--- config.mk ---
export PLATFORM = sky130hd
export DESIGN_NAME = swem_ram
export DESIGN_NICKNAME = d
export VERILOG_FILES = /design/src/sv/swem_ram.sv
export SDC_FILE = /design/constraint.sdc
export NUM_CORES = 1
export LEC_CHECK = 0
export BUFFER_PORTS_ARGS = -buffer_cell sky130_fd_sc_hd__buf_2
export CAP_MARGIN = 20
export CORE_MARGIN = 2
export CORE_UTILIZATION = 30
export CTS_BUF_LIST = sky130_fd_sc_hd__clkbuf_8
export CTS_CLUSTER_DIAMETER = 150
export DETAILED_ROUTE_END_ITERATION = 10
export HOLD_SLACK_MARGIN = 0.08
export MAX_ROUTING_LAYER = met4
export PLACE_DENSITY = 0.42
export SETUP_SLACK_MARGIN = 0.15
export SLEW_MARGIN = 20
export SYNTH_ARGS = -nofsm -noshare
export SYNTH_HDL_FRONTEND = slang
export SYNTH_SLANG_ARGS = --single-unit
export TNS_END_PERCENT = 5
--- constraint.sdc ---
create_clock -name clk -period 2.6 [get_ports clk]
set_input_delay 0.26 -clock clk [delete_from_list [all_inputs] [get_ports clk]]
set_output_delay 0.26 -clock clk [all_outputs]
set_load 0.01 [all_outputs]
--- src/sv/swem_ram.sv ---
// Generic single-port-write, single-port-read RAM with registered read data.
module swem_ram #(
  parameter int WIDTH = 8,
  parameter int DEPTH = 64
) (
  input  logic                                    clk,
  input  logic                                    we,
  input  logic [(DEPTH > 1 ? $clog2(DEPTH) : 1)-1:0] waddr,
  input  logic [WIDTH-1:0]                        wdata,
  input  logic [(DEPTH > 1 ? $clog2(DEPTH) : 1)-1:0] raddr,
  output logic [WIDTH-1:0]                        rdata
);

  logic [WIDTH-1:0] mem [DEPTH];

  always_ff @(posedge clk) begin
    if (we) begin
      mem[waddr] <= wdata;
    end
    rdata <= mem[raddr];
  end

endmodule
==> flow_summary.yaml <==
floorplanning:
  rows: 95
  die_area_um2: 69310
  fp.dieH_um: 263.3
  die_x_um: 263.3
  coreArea_um2: 66800
  initial_utilization_pct: 30.19
  ios: 30
final_layout:
  final_cell_mix: "512 x edfxtp_1, 130 x buf_4, 126 x mux4_2, 96 x clkbuf_8, 83 x nor2_1"
  drive_above_1_share_pct: 34.02
  final_common_cell: "edfxtp_1"
  nFillCells: 6324
  area_growth_pct: 18.61
  final_nets: 1171
sta:
  skew_ns: 0.02115
  finalHoldViolations: 0
  layout_setup_ws_ns: 0.5302
  setup_viol: 0
  post-route-period-util_pct: 79.61
  worst_pin_slew_ns: 0.7700
  period_minus_slack_ns: 2.070
  maxSlewViolCount: 0
  rsz0062_at_grt: "false"
  max_freq_mhz: 483.1
  relSlewSlack_pct: 48.67
  fin_tns_setup_ns: 0
  hold_ws_ns: 0.1717
power_and_ir_drop:
  ir_worst_vdd_mv: 0.3944
  p_per_area_nw_per_um2: 715.5
  p_leak_nw: 7.791
drt:
  ant_nets: 0
  detail_route.drc_violations: 0
  via_per_inst: 4.811
  wl_per_cell_um: 25.17
  via_count: 10045
  routed_wl_um: 52560
  first_pass_iters: 5
  drt-initial-drc-count: 747
synth:
  synth_ff_type: "edfxtp_1"
  yosysTopAreaCellShare_pct: 76.24
  synth_area_leaders: "edfxtp_1 76%, mux4_2 14%, nor2_1 1.5%"
  synth_cells: 940
  ys_seq_area_share_pct: 77.03
  yosysTopAreaCell: "edfxtp_1"
  synth_area_per_cell_um2: 21.45
  synthArstFlopShare_pct: 0
  ys_seq_elements: 520
  yosys_warnings: 0
  synth_edf_count: 512
  netlist_area_um2: 20170
  yosys.cell_types.count: 40
  syn_nets: 962
clocking:
  cts_buffers: 87
  ctsResizeCount: 0
  insertion_delay_ns: 0.66
  tritoncts: "built"
  htreeDepth: 3
  ctsRootBufferMaster: "clkbuf_8"
  clock_path_buffers: 3
  path_clk_slew_ns: 0.06
  cts_sinks: 520
critical_path:
  critPathArrivalTime_ns: 2.62
  timing.rr.start: "mem[11][2]$_DFFE_PP_"
  crit_type: "flip-flop to flip-flop"
  r2r_slack_ns: 0.53
  r2r-end: "rdata[2]$_DFF_P_"
  required_ns: 3.15
  end_kind: "flip-flop"
  cp_max_fo: 1
  worstRegToRegCells: 5
  start_kind: "flip-flop"
grt:
  antenna_found_initial: 0
  grtUsageMet1_pct: 21.69
  grt_pass1_vias: 10565
  gr-usage-met2_pct: 24.17
  grt_first_pass_wirelength_um: 76410
  gr-max-usage-layer: "met2"
  use_met3_pct: 3.077
  groute.usage.overall_pct: 15.84
  grt-ovfl-total: 0
  grt_max_degree: 65
worst_hold_path:
  min_path_type: "input port to flip-flop"
  hold_depth: 3
  hp-start: "waddr[1]"
  hold_end: "mem[51][1]$_DFFE_PP_"
placed_design:
  place_congestion: 0.7734
  port_buffers: 29
  place_hpwl_um: 33250
  post-place-ws_ns: -0.007035
status:
  status: "finished clean"
run:
  cap_violations: 0
==> layer usage <==
layer / wire, um / vias to the layer above
met5: 0 / -
met4: 1054 / 0
met3: 2055 / 87
met2: 24690 / 208
met1: 24760 / 5392
li1: - / 4358
==> worst max-delay path by stage <==
stage	startpoint	to	slack [ns]	depth (start not counted)
2_1_floorplan	raddr[1]	rdata[3]$_DFF_P_	0.67	7
3_3_place_gp	raddr[0]	rdata[0]$_DFF_P_	0.01	7
3_5_place_dp	raddr[0]	rdata[0]$_DFF_P_	-0.007	7
4_1_cts	mem[15][0]$_DFFE_PP_	rdata[0]$_DFF_P_	0.48	5
5_1_grt	mem[15][2]$_DFFE_PP_	rdata[2]$_DFF_P_	0.46	5
6_report	mem[11][2]$_DFFE_PP_	rdata[2]$_DFF_P_	0.53	5
==> critical path: stages (launching register included) <==
cell and delay, ns:
edfxtp_1 0.39, mux4_2 0.51, mux4_2 0.47, nor2_1 0.28, nor3_1 0.14, o2bb2ai_1 0.16
==> kinds of logic (layout without fill, tap and decap cells) <==
kind of cell | Yosys count | count (layout) | share of synthesized area, %
other | 0 | 1 | 0
multiplexers | 162 | 162 | 15.94
flip-flops | 520 | 520 | 77.03
buffers and inverters | 51 | 325 | 1.570
AO/OA/AOI/OAI | 54 | 54 | 2.072
AND/OR/NAND/NOR | 153 | 153 | 3.387
==> through the flow <==
step                      cells  instance area [um^2]  total power, W  utilization, %
after floorplan             940                 20170        0.009972               -
after CTS                  2087                 23920         0.01739           35.80
after detailed placement   1928                 22240         0.01047           33.30
final                      2088                 23920         0.01712           35.81
after global placement     1928                 22240         0.01047           33.30
after global routing       2087                 23920         0.01781           35.80
==> registers in the layout, indices dropped and copies added, names as in the netlist <==
signal  flops
mem       512
rdata       8
==> repair_timing <==
item,CTS,global route
setup buffers,0,0
hold endpoints to repair,61,0
setup endpoints to repair,0,0
hold buffers,5,0
==> synth_stat cells (3+ instances only) <==
master and n:
edfxtp_1 512, mux4_2 126, nor2_1 83, mux2i_1 23
nand2_1 19, clkbuf_1 17, nor2b_1 14, buf_4 13
mux2_2 13, nand3_1 13, buf_2 11, dfxtp_1 8
o221ai_1 8, o22ai_1 8, nand2b_1 7, nor3_1 7
a221oi_1 6, a211oi_1 4, buf_1 4, buf_6 4
a21oi_1 3, a22oi_1 3, nand3b_1 3, o2111ai_1 3
o2bb2ai_1 3
==> area by class of cell <==
cell class | instances | area [um^2] | share of cell area (%)
clock buffers | 95 | 1308 | 5.466
multi-input cells | 369 | 4315 | 18.04
diodes | 1 | 2.502 | 0.01046
well taps | 873 | 1092 | 4.567
flip-flops and latches | 520 | 15530 | 64.95
repair buffers | 171 | 1350 | 5.644
clock inverters | 59 | 316.6 | 1.323
==> power by group <==
| group | leakage [nW] | switching [W] | internal, W |
|---|---|---|---|
| combinational | 2.16 | 0.000576 | 0.000385 |
| clock | 0.953 | 0.00321 | 0.00363 |
| sequential | 4.67 | 0.0000322 | 0.00928 |
(Power assumes the default switching activity.)
